**src/rtl/core/chdr_pkg.sv**
```systemverilog
// Package for the chunk packet header parser: parse phase encoding,
// field kind and status codes, and the state and result item structs.
// No dependencies.
package chdr_pkg;

   // Field kinds as reported on the result channel
   localparam logic [3:0] KIND_ID      = 4'd0;
   localparam logic [3:0] KIND_CHUNK   = 4'd1;
   localparam logic [3:0] KIND_TOTAL   = 4'd2;
   localparam logic [3:0] KIND_TLEN    = 4'd3;
   localparam logic [3:0] KIND_TYPE    = 4'd4;
   localparam logic [3:0] KIND_SIZE    = 4'd5;
   localparam logic [3:0] KIND_FLAG    = 4'd6;
   localparam logic [3:0] KIND_SALT    = 4'd7;
   localparam logic [3:0] KIND_NONCE   = 4'd8;
   localparam logic [3:0] KIND_PAYLOAD = 4'd9;

   // Status codes carried on the last item of a packet
   localparam logic [2:0] STAT_OK         = 3'd0;
   localparam logic [2:0] STAT_TOO_SMALL  = 3'd1;
   localparam logic [2:0] STAT_TYPE_OVR   = 3'd2;
   localparam logic [2:0] STAT_SIZE_TRUNC = 3'd3;
   localparam logic [2:0] STAT_META_TRUNC = 3'd4;

   // Fixed header: three ids, type length, file size
   localparam logic [4:0] MIN_HEADER = 5'd24;

   localparam logic [7:0] FLAG_CLEAR = 8'd0;
   localparam logic [7:0] FLAG_SET   = 8'd1;

   // Parse phase, one-hot
   typedef enum logic [8:0] {
      PH_ID      = 9'b000000001,
      PH_CHUNK   = 9'b000000010,
      PH_TOTAL   = 9'b000000100,
      PH_TLEN    = 9'b000001000,
      PH_TYPE    = 9'b000010000,
      PH_SIZE    = 9'b000100000,
      PH_FLAG    = 9'b001000000,
      PH_META    = 9'b010000000,
      PH_PAYLOAD = 9'b100000000
   } phase_type;

   // Per-packet parser state (salt/nonce count kept apart, its width follows parameters)
   typedef struct packed {
      phase_type   phase;
      logic [2:0]  fcount;
      logic [4:0]  seen;
      logic [31:0] type_left;
      logic [63:0] asm_value;
      logic        enc;
   } parse_state_type;

   localparam parse_state_type STATE_RESET = '{
      phase:     PH_ID,
      fcount:    3'd0,
      seen:      5'd0,
      type_left: 32'd0,
      asm_value: 64'd0,
      enc:       1'b0
   };

   // One result item
   typedef struct packed {
      logic [3:0]  field_kind;
      logic [7:0]  byte_value;
      logic        field_complete;
      logic [63:0] field_value;
      logic        encrypted;
      logic        packet_end;
      logic [2:0]  status;
   } rsp_item_type;

   // Field kind reported while an integer field is being gathered
   function automatic logic [3:0] int_phase_kind(input phase_type ph);
      logic [3:0] k;
      k = KIND_PAYLOAD;
      case (ph)
         PH_ID:    k = KIND_ID;
         PH_CHUNK: k = KIND_CHUNK;
         PH_TOTAL: k = KIND_TOTAL;
         PH_TLEN:  k = KIND_TLEN;
         PH_SIZE:  k = KIND_SIZE;
         default:  k = KIND_PAYLOAD;
      endcase
      return k;
   endfunction

endpackage

```
**src/rtl/core/chdr_parse.sv**
```systemverilog
// Single-byte parse step: from the current parser state and one byte,
// computes the next state and the result item. Depends on chdr_pkg.
module chdr_parse
   import chdr_pkg::*;
#(
   parameter int SALT_BYTES  = 16,
   parameter int NONCE_BYTES = 12,
   parameter int MetaW       = $clog2(SALT_BYTES + NONCE_BYTES + 1)
) (
   input  parse_state_type   state_cur,
   input  logic [MetaW-1:0]  meta_cur,
   input  logic [7:0]        data_byte,
   input  logic              last_byte,
   output parse_state_type   state_nxt,
   output logic [MetaW-1:0]  meta_nxt,
   output rsp_item_type      result
);

   localparam logic [MetaW-1:0] MetaTotal = MetaW'(SALT_BYTES + NONCE_BYTES);
   localparam logic [MetaW-1:0] NonceCnt  = MetaW'(NONCE_BYTES);

   parse_state_type   st;
   logic [MetaW-1:0]  meta;
   logic [63:0]       acc;
   logic [2:0]        cnt_inc;
   logic              int_done;
   logic [31:0]       type_dec;
   logic [MetaW-1:0]  meta_dec;

   always_comb begin
      st        = state_cur;
      meta      = meta_cur;
      acc       = state_cur.asm_value | ({56'd0, data_byte} << {state_cur.fcount, 3'b000});
      cnt_inc   = state_cur.fcount + 3'd1;
      int_done  = (state_cur.phase == PH_SIZE) ? (cnt_inc == 3'd0) : (cnt_inc == 3'd4);
      type_dec  = state_cur.type_left - 32'd1;
      meta_dec  = (meta_cur != '0) ? (meta_cur - MetaW'(1)) : meta_cur;

      result                = '0;
      result.field_kind     = KIND_PAYLOAD;
      result.byte_value     = data_byte;
      result.packet_end     = last_byte;
      result.status         = STAT_OK;

      // Phase step
      case (state_cur.phase)
         PH_ID, PH_CHUNK, PH_TOTAL, PH_TLEN, PH_SIZE: begin
            result.field_kind = int_phase_kind(state_cur.phase);
            st.asm_value      = acc;
            st.fcount         = cnt_inc;
            if (int_done) begin
               result.field_complete = 1'b1;
               result.field_value    = acc;
               st.asm_value          = '0;
               st.fcount             = '0;
               case (state_cur.phase)
                  PH_ID:    st.phase = PH_CHUNK;
                  PH_CHUNK: st.phase = PH_TOTAL;
                  PH_TOTAL: st.phase = PH_TLEN;
                  PH_TLEN: begin
                     st.type_left = acc[31:0];
                     st.phase     = (acc[31:0] == 32'd0) ? PH_SIZE : PH_TYPE;
                  end
                  default:  st.phase = PH_FLAG;
               endcase
            end
         end
         PH_TYPE: begin
            result.field_kind = KIND_TYPE;
            st.type_left      = type_dec;
            if (type_dec == 32'd0) begin
               st.phase = PH_SIZE;
            end
         end
         PH_FLAG: begin
            if (data_byte == FLAG_CLEAR) begin
               result.field_kind = KIND_FLAG;
               st.phase          = PH_PAYLOAD;
            end else if (data_byte == FLAG_SET) begin
               result.field_kind = KIND_FLAG;
               st.enc            = 1'b1;
               meta              = MetaTotal;
               st.phase          = PH_META;
            end else begin
               // unknown flag value: rest of packet is payload
               st.phase = PH_PAYLOAD;
            end
         end
         PH_META: begin
            result.field_kind = (meta_cur > NonceCnt) ? KIND_SALT : KIND_NONCE;
            meta              = meta_dec;
            if (meta_dec == '0) begin
               st.phase = PH_PAYLOAD;
            end
         end
         default: begin
            st.phase = PH_PAYLOAD;
         end
      endcase

      // Byte count, saturating at the fixed header size
      st.seen = (state_cur.seen >= MIN_HEADER) ? MIN_HEADER : (state_cur.seen + 5'd1);

      result.encrypted = st.enc;

      // End of packet: status by priority, then back to reset
      if (last_byte) begin
         if (st.seen < MIN_HEADER) begin
            result.status = STAT_TOO_SMALL;
         end else if (st.phase == PH_TYPE) begin
            result.status = STAT_TYPE_OVR;
         end else if (st.phase == PH_ID || st.phase == PH_CHUNK || st.phase == PH_TOTAL ||
                      st.phase == PH_TLEN || st.phase == PH_SIZE) begin
            result.status = STAT_SIZE_TRUNC;
         end else if (st.phase == PH_META) begin
            result.status = STAT_META_TRUNC;
         end else begin
            result.status = STAT_OK;
         end
         st   = STATE_RESET;
         meta = '0;
      end

      state_nxt = st;
      meta_nxt  = meta;
   end

endmodule

```
**src/rtl/core/chunk_packet_header_parser.sv**
```systemverilog
// Chunk packet header parser: tags each packet byte with its header field.
// Each byte passes the input register, then the result register; the parse step
// sits between the two, and the input register holds while the result one is full.
// Throughput: one byte per cycle while rsp_tready stays high.
// Reset: synchronous, active high; clears both valid flags and returns the
// parser to expecting a packet id.
// Depends on chdr_pkg and chdr_parse.
module chunk_packet_header_parser
   import chdr_pkg::*;
#(
   parameter int SALT_BYTES  = 16,
   parameter int NONCE_BYTES = 12
) (
   input  logic        clock,
   input  logic        reset,
   input  logic        req_tvalid,
   output logic        req_tready,
   input  logic [7:0]  req_tdata,   // [7:0] data_byte
   input  logic        req_tlast,   // last_byte
   output logic        rsp_tvalid,
   input  logic        rsp_tready,
   output logic [79:0] rsp_tdata,   // [7:0] byte_value, [8] field_complete,
                                    // [72:9] field_value, [73] encrypted,
                                    // [76:74] status, [79:77] zero
   output logic [3:0]  rsp_tuser,   // [3:0] field_kind
   output logic        rsp_tlast    // packet_end
);

   localparam int MetaW = $clog2(SALT_BYTES + NONCE_BYTES + 1);

   logic             in_valid_ff, in_valid_in;
   logic [7:0]       in_byte_ff;
   logic             in_last_ff;
   logic             out_valid_ff, out_valid_in;
   rsp_item_type     res_ff, res_in;
   parse_state_type  state_ff, state_in;
   logic [MetaW-1:0] meta_ff, meta_in;
   logic             advance;
   logic             req_fire;

   // Handshake: input register moves into result register when that one frees up
   assign advance      = in_valid_ff && (!out_valid_ff || rsp_tready);
   assign req_tready   = !in_valid_ff || advance;
   assign req_fire     = req_tvalid && req_tready;
   assign in_valid_in  = req_fire || (in_valid_ff && !advance);
   assign out_valid_in = advance || (out_valid_ff && !rsp_tready);

   chdr_parse #(
      .SALT_BYTES  (SALT_BYTES),
      .NONCE_BYTES (NONCE_BYTES),
      .MetaW       (MetaW)
   ) u_parse (
      .state_cur (state_ff),
      .meta_cur  (meta_ff),
      .data_byte (in_byte_ff),
      .last_byte (in_last_ff),
      .state_nxt (state_in),
      .meta_nxt  (meta_in),
      .result    (res_in)
   );

   // Control and parser state
   always_ff @(posedge clock) begin
      if (reset) begin
         in_valid_ff  <= 1'b0;
         out_valid_ff <= 1'b0;
         state_ff     <= STATE_RESET;
         meta_ff      <= '0;
      end else begin
         in_valid_ff  <= in_valid_in;
         out_valid_ff <= out_valid_in;
         if (advance) begin
            state_ff <= state_in;
            meta_ff  <= meta_in;
         end
      end
   end

   // Payload registers
   always_ff @(posedge clock) begin
      if (req_fire) begin
         in_byte_ff <= req_tdata;
         in_last_ff <= req_tlast;
      end
      if (advance) begin
         res_ff <= res_in;
      end
   end

   // Output packing
   assign rsp_tvalid = out_valid_ff;
   assign rsp_tuser  = res_ff.field_kind;
   assign rsp_tlast  = res_ff.packet_end;
   assign rsp_tdata  = {3'b000, res_ff.status, res_ff.encrypted, res_ff.field_value,
                        res_ff.field_complete, res_ff.byte_value};

   // A status other than ok only on the last item of a packet
   a_status_on_end: assert property (@(posedge clock) disable iff (reset)
      (out_valid_ff && !res_ff.packet_end) |-> (res_ff.status == STAT_OK))
      else $error("status set on an item that does not end a packet");

   // Only integer fields complete
   a_complete_kind: assert property (@(posedge clock) disable iff (reset)
      (out_valid_ff && res_ff.field_complete) |->
         (res_ff.field_kind == KIND_ID || res_ff.field_kind == KIND_CHUNK ||
          res_ff.field_kind == KIND_TOTAL || res_ff.field_kind == KIND_TLEN ||
          res_ff.field_kind == KIND_SIZE))
      else $error("field_complete on a non-integer field");

   // Value is zero unless a field completes
   a_value_zero: assert property (@(posedge clock) disable iff (reset)
      (out_valid_ff && !res_ff.field_complete) |-> (res_ff.field_value == 64'd0))
      else $error("field_value nonzero without field_complete");

   // Parser is back at its reset state after the last byte of a packet
   a_end_resets: assert property (@(posedge clock) disable iff (reset)
      (advance && in_last_ff) |=> (state_ff == STATE_RESET && meta_ff == '0))
      else $error("parser state not cleared after end of packet");

endmodule

```
**config.mk**
```make
export PLATFORM = sky130hd
export DESIGN_NAME = chunk_packet_header_parser
export DESIGN_NICKNAME = d
export VERILOG_FILES = /design/src/rtl/core/chdr_pkg.sv /design/src/rtl/core/chdr_parse.sv /design/src/rtl/core/chunk_packet_header_parser.sv
export SDC_FILE = /design/constraint.sdc
export NUM_CORES = 1
export LEC_CHECK = 0
export CAP_MARGIN = 40
export CORE_ASPECT_RATIO = 0.7
export CORE_MARGIN = 10
export CORE_UTILIZATION = 32
export CTS_CLUSTER_DIAMETER = 200
export DETAILED_ROUTE_END_ITERATION = 10
export DONT_BUFFER_PORTS = 1
export SYNTH_ARGS = -nofsm -noshare
export SYNTH_HDL_FRONTEND = slang
export SYNTH_HIERARCHICAL = 1
export SYNTH_SLANG_ARGS = --single-unit
```
**constraint.sdc**
```tcl
create_clock -name clock -period 3.1 [get_ports clock]
set_input_delay 0.31 -clock clock [delete_from_list [all_inputs] [get_ports clock]]
set_output_delay 0.31 -clock clock [all_outputs]
set_load 0.02 [all_outputs]
```
# Yosys cells after proc, flatten, opt, wreduce, memory -nomap -nowiden
# Index checks and enable logic that the tools add are counted.
# totals
reg_bits,212
mem_count,0
output_inout_bits,87
mem_bits_rw,0
inputBits,13
word_cells,117
romBits,0
latch_bits,0
# op_classes
div_mod_pow,0
addsub,4
reduce_logical,32
mul,0
muxes,34
n_lt_le_gt_ge,3
shifts,1
eq_ne,21
n_bitwise,2
# op_table
cell,count
two-way mux 114 bit,1
two-way mux 96 bit,1
one-hot mux 9 bit (4 select lines),2
two-way mux 65 bit,1
logical NOT 32 bit,2
two-way mux 64 bit,1
bitwise OR 64 bit,1
one-hot mux 32 bit (2 select lines),1
left shift 8 x 6 -> 64 bit,1
two-way mux 9 bit,4
two-way mux 32 bit,1
"subtractor 32 x 1 -> 32 bit, second input constant",1
two-way mux 5 bit,5
one-hot mux 4 bit (5 select lines),1
"== test 9 x 1 -> 1 bit, second input constant",2
"== test 9 x 2 -> 1 bit, second input constant",2
"== test 9 x 3 -> 1 bit, second input constant",2
"== test 9 x 4 -> 1 bit, second input constant",2
"== test 9 x 5 -> 1 bit, second input constant",2
"== test 9 x 6 -> 1 bit, second input constant",2
"== test 9 x 8 -> 1 bit, second input constant",2
one-hot mux 4 bit (4 select lines),1
two-way mux 12 bit,1
two-way mux 4 bit,3
other kinds (31),55

# Depth between registers and ports, before layout
# logic_depth
ltp_word,15
mapped_depth,12
depth_no_buf,12

# By module
# The synthesis kept the hierarchy.
# by_module_without_submodules
mod,seq_area_each_um2,area_per_inst_um2,cells_each,n_inst
chunk_packet_header_parser,5154.9,8197.9,621,1
chdr_parse,0.0,4012.6,765,1

# Worst setup path after synthesis
# No wires, ideal clock.
# synth_path
path_kind,register -> register
startpoint,reg state_ff[67] in the netlist's numbering
endpoint,reg state_ff[105] in the netlist's numbering
path_buffers,1
period_less_slack_ps,3027
t_required_ps,2980
arrival_ps,2907
setup_time_ps,120
slack_ps,73
stages_incl_launch_ff,12
path_cell_list,dfxtp_1 -> or3_1 -> buf_2 -> or4b_4 -> or4_4 -> and2_4 -> a2111oi_4 -> nor2_2 -> a21oi_2 -> a31oi_1 -> nor2_1 -> mux2i_1
# synth_rtl
item,line_no,rtl
from (decl),chunk_packet_header_parser.sv:36,"parse_state_type state_ff, state_in;"
from (signal assigned),chunk_packet_header_parser.sv:73,state_ff <= state_in;

==> impl_results.html <==
<table>
<tr><th>Metric</th><th>Value</th></tr>
<tr><th colspan="2">Clocking</th></tr>
<tr><td>Count of H-tree levels built during CTS</td><td>1</td></tr>
<tr><td>Clock Path Buffers</td><td>3</td></tr>
<tr><td>Clock transition at path regs</td><td>~0.070 ns</td></tr>
<tr><td>Clock tree from TritonCTS</td><td>yes</td></tr>
<tr><td>CTS root buffer</td><td>clkbuf_16</td></tr>
<tr><td>Worst-Skew Late Latency</td><td>roughly 0.55 ns</td></tr>
<tr><td>Number of clock sinks</td><td>around 210</td></tr>
<tr><td>Inserted Clock Buffers</td><td>24</td></tr>
<tr><th colspan="2">Worst hold path</th></tr>
<tr><td>Hold-critical path depth</td><td>3</td></tr>
<tr><td>Tightest Hold Check Type</td><td>input pin to flip-flop</td></tr>
<tr><th colspan="2">Setup path</th></tr>
<tr><td>Nature of the critical path endpoint</td><td>flip-flop</td></tr>
<tr><td>Flop-to-flop setup slack</td><td>approximately 0.069 ns</td></tr>
<tr><td>Arr. time, crit path</td><td>approximately 3.4 ns</td></tr>
<tr><td>Instance count on the critical path</td><td>10</td></tr>
<tr><td>Cell depth of the worst flop-to-flop path</td><td>10</td></tr>
<tr><td>Type of the setup path with the least slack</td><td>flip-flop to flip-flop</td></tr>
<tr><td>Max Fanout on Critical Path</td><td>4</td></tr>
<tr><td>Kind of start point of the critical path</td><td>flip-flop</td></tr>
<tr><td>Buffers &amp; Inverters on Critical Path</td><td>0</td></tr>
<tr><td>Worst Path Required</td><td>between 3 and 4 ns</td></tr>
<tr><td>Slowest cell on the critical path</td><td>or4_4</td></tr>
<tr><td>Biggest cell delay along the critical path</td><td>around 0.57 ns</td></tr>
<tr><td>Kind of cell adding the most delay to the critical path</td><td>simple AND/OR/NAND/NOR gates</td></tr>
<tr><td>Cell-by-cell listing of the critical path</td><td>or3_4 -&gt; or4b_4 -&gt; or4_4 -&gt; and2_4 -&gt; a2111oi_4 -&gt; nor2_2 -&gt; a21oi_2 -&gt; a31oi_1 -&gt; nor2_1 -&gt; mux2i_1</td></tr>
<tr><th colspan="2">Layout</th></tr>
<tr><td>Final #Nets</td><td>1403</td></tr>
<tr><td>Area growth syn-to-layout</td><td>15.0%</td></tr>
<tr><td>Antenna Diode Count</td><td>0</td></tr>
<tr><td>Fill count</td><td>3717</td></tr>
<tr><td>Share of post-route cells with drive strength above 1</td><td>11.7%</td></tr>
<tr><td>Most frequent standard cell in the layout excluding fill and tap cells</td><td>nand2b_1</td></tr>
<tr><td>Most used cells in the layout excluding fill and tap cells</td><td>nand2b_1 (240), nor2_1 (207), mux2i_1 (122), dfxtp_1 (120), a21oi_1 (104)</td></tr>
<tr><th colspan="2">Synthesis</th></tr>
<tr><td>Number of distinct library cells after synthesis</td><td>65</td></tr>
<tr><td>Synthesized netlist cell count</td><td>around 1400</td></tr>
<tr><td>Register bit total from synthesis</td><td>around 210</td></tr>
<tr><td>Post-Syn Area</td><td>12200 um^2</td></tr>
<tr><td>Share of flip-flops with an asynchronous set or reset after synthesis</td><td>0%</td></tr>
<tr><td>Number of synthesis warnings</td><td>6</td></tr>
<tr><td>EDFF count, synth</td><td>between 90 and 100</td></tr>
<tr><td>Sequential-to-total area share from yosys stat</td><td>a little over two fifths</td></tr>
<tr><td>Syn Area/Cell</td><td>just under 9 um^2</td></tr>
<tr><td>Dominant synthesized flop cell</td><td>dfxtp_1</td></tr>
<tr><th colspan="2">Floorplanning</th></tr>
<tr><td>Placeable Area</td><td>around 37000 um^2</td></tr>
<tr><td>Initial standard-cell utilization of the core</td><td>around a third</td></tr>
<tr><td>Vertical extent of the die</td><td>183 um</td></tr>
<tr><td>Die ar.</td><td>~46000 um^2</td></tr>
<tr><td>DIE WIDTH</td><td>around 250 um</td></tr>
<tr><td># IOs</td><td>100</td></tr>
<tr><td>Std cell rows</td><td>59</td></tr>
<tr><th colspan="2">Power and ir drop</th></tr>
<tr><td>IR Drop Worst-Case VDD</td><td>approximately 320 uV</td></tr>
<tr><td>Ratio of total power to cell area</td><td>464 nW/um^2</td></tr>
<tr><td>Standby leakage power</td><td>roughly 4.7 nW</td></tr>
<tr><th colspan="2">Drt</th></tr>
<tr><td>Number of nets with antenna violations after routing</td><td>0</td></tr>
<tr><td>Drt wl/cell</td><td>around 20 um</td></tr>
<tr><td>DRC violations left</td><td>0</td></tr>
<tr><td>Detailed Routing Iterations Pass 1</td><td>6</td></tr>
<tr><td>Total via count in the routed design</td><td>between 10000 and 15000</td></tr>
<tr><td>Wire length reported by the detailed router</td><td>37400 um</td></tr>
<tr><td>Iteration-0 DRC count of the detailed router</td><td>1137</td></tr>
<tr><td>Mean number of vias per cell</td><td>5.48</td></tr>
<tr><th colspan="2">STA</th></tr>
<tr><td>Share of the cycle needed by the critical path after routing</td><td>between 90 and 100%</td></tr>
<tr><td>Count of final setup violators</td><td>0</td></tr>
<tr><td>Total negative slack</td><td>0 ns</td></tr>
<tr><td>Hold Violations, Final</td><td>0</td></tr>
<tr><td>Minimum clock period after layout</td><td>a little over 3 ns</td></tr>
<tr><td>Worst rel slew slack</td><td>between 50% and 60%</td></tr>
<tr><td>Setup repair after global routing missed its margin</td><td>true</td></tr>
<tr><td>Least-Margin Pin Slew</td><td>about 0.67 ns</td></tr>
<tr><td>Final number of max-transition violations</td><td>0</td></tr>
<tr><td>Maximum clock skew at final layout</td><td>0.0258 ns</td></tr>
<tr><td>Worst Hold Margin</td><td>0.154 ns</td></tr>
<tr><td>Achievable Freq</td><td>around 330 MHz</td></tr>
<tr><th colspan="2">Placed design</th></tr>
<tr><td>Sum of net half-perimeters after detailed placement</td><td>23700 um</td></tr>
<tr><td>Placer Congestion</td><td>between 0.9 and 1</td></tr>
<tr><td>Number of buffers inserted by port buffering</td><td>0</td></tr>
<tr><th colspan="2">Run</th></tr>
<tr><td>Max_cap viols</td><td>0</td></tr>
<tr><th colspan="2">Global routing</th></tr>
<tr><td>Number of global-route vias before repair</td><td>approximately 9700</td></tr>
<tr><td>Number of antenna violations at the first check in global routing</td><td>0</td></tr>
<tr><td>Global-route wire length before repair</td><td>around 57000 um</td></tr>
<tr><td>Total routing usage reported by global routing</td><td>approximately 15%</td></tr>
<tr><td>Total gr overflow</td><td>0</td></tr>
<tr><td>Largest net degree at the start of global routing</td><td>~120</td></tr>
<tr><th colspan="2">Status</th></tr>
<tr><td>Outcome</td><td>complete, no violations</td></tr>
</table>
==> power by group <==
part | internal, mW | leakage, nW | switching [mW]
combinational | 0.166 | 2.51 | 0.263
clock | 1.77 | 0.390 | 1.26
sequential | 2.97 | 1.85 | 0.0934
total | 4.90 | 4.74 | 1.62
==> final timing paths <==
path / startpoint / endpoint
worst max-delay path: state_ff[66]$_SDFFE_PP0P_ / state_ff[105]$_SDFFE_PP1P_
worst min-delay path: reset / state_ff[70]$_SDFFE_PP0P_
worst max register to register: state_ff[66]$_SDFFE_PP0P_ / state_ff[105]$_SDFFE_PP1P_
worst min register to register: state_ff[0]$_SDFFE_PP0P_ / state_ff[0]$_SDFFE_PP0P_
==> cells in the mapped netlist (5+ instances only) <==
cell type  number  share of area [%]
a211oi_1       11               0.68
edfxtp_1       91                 22
buf_8          10                1.2
a31oi_1        72                3.7
ha_1            8               0.82
mux2i_1       123                 10
nand2_1        45                1.4
nand4_1        12               0.61
a221o_1         7               0.57
nor4_1         19               0.97
inv_1          18               0.55
nor2_1        207                6.4
nand3_1        19               0.78
or4_1           6               0.37
dfxtp_1       121                 20
a21oi_1       105                4.3
nand2b_1      240                 12
buf_1           7               0.22
nor3_1         31                1.3
or3_1           8               0.41
xnor2_1         6               0.43
xor2_1          5               0.36
o21ai_0        26                1.1
a221oi_1        5               0.36
buf_4          14               0.86
clkbuf_1       96                3.0
nor3b_1         6               0.37
==> worst min-delay path: stages <==
cell and delay [ns]:
buf_12 0.15, nand2b_1 0.12, mux2i_1 0.05
==> metrics by stage <==
| step | instances | cell area (um^2) | setup WS [ns] | total power [mW] | utilization (%) |
|---|---|---|---|---|---|
| after floorplan | 1388 | 12200 | 0.0733 | 3.41 | - |
| after global placement | 1822 | 12900 | 0.0718 | 3.47 | 34.4 |
| after detailed placement | 1823 | 12900 | 0.00511 | 3.47 | 34.4 |
| after CTS | 1885 | 13900 | 0.0000586 | 6.58 | 37.2 |
| after global routing | 1888 | 14000 | -0.0165 | 6.73 | 37.5 |
| final | 1888 | 14000 | 0.0686 | 6.52 | 37.5 |
==> flip-flops by register name, summed over array words and instances, names as in the netlist <==
name	flops
rsp_tuser	4
in_valid_ff	1
in_byte_ff	8
rsp_tvalid	1
meta_ff	5
rsp_tdata	77
in_last_ff	1
state_ff	114
rsp_tlast	1
==> timing repair <==
item	CTS	global route
gates resized for setup	0	17
hold buffers	18	0
setup endpoints to repair	0	76
endpoints found under the hold margin	73	0
setup buffers	0	1
==> metal layers <==
layer	track usage (%)	up-vias	wire [um]
met4	3.65	0	687
met5	0	-	0
met1	22.2	5039	17800
li1	-	4852	-
met2	22.5	397	15600
met3	4.10	52	3360
==> logic make-up after synthesis <==
logic type / after synthesis / synth area share [%]
XOR/XNOR: 11 / 0.789
other: 1 / 0.0307
multiplexers: 123 / 10.1
buffers and inverters: 151 / 6.23
AO/OA/AOI/OAI: 262 / 13.3
adder cells (fa/ha/maj): 8 / 0.820
flip-flops: 212 / 42.2
AND/OR/NAND/NOR: 618 / 26.6
==> final cells by class <==
| cell class | count | area (um^2) | area share, % |
|---|---|---|---|
| clock buffers | 25 | 604 | 4.30 |
| clock inverters | 19 | 229 | 1.63 |
| inverters | 18 | 67.6 | 0.481 |
| multi-input cells | 1025 | 6430 | 45.8 |
| flip-flops and latches | 212 | 5160 | 36.7 |
| well taps | 488 | 611 | 4.35 |
| repair buffers | 101 | 942 | 6.71 |
Power figures use the tool's default switching activity.
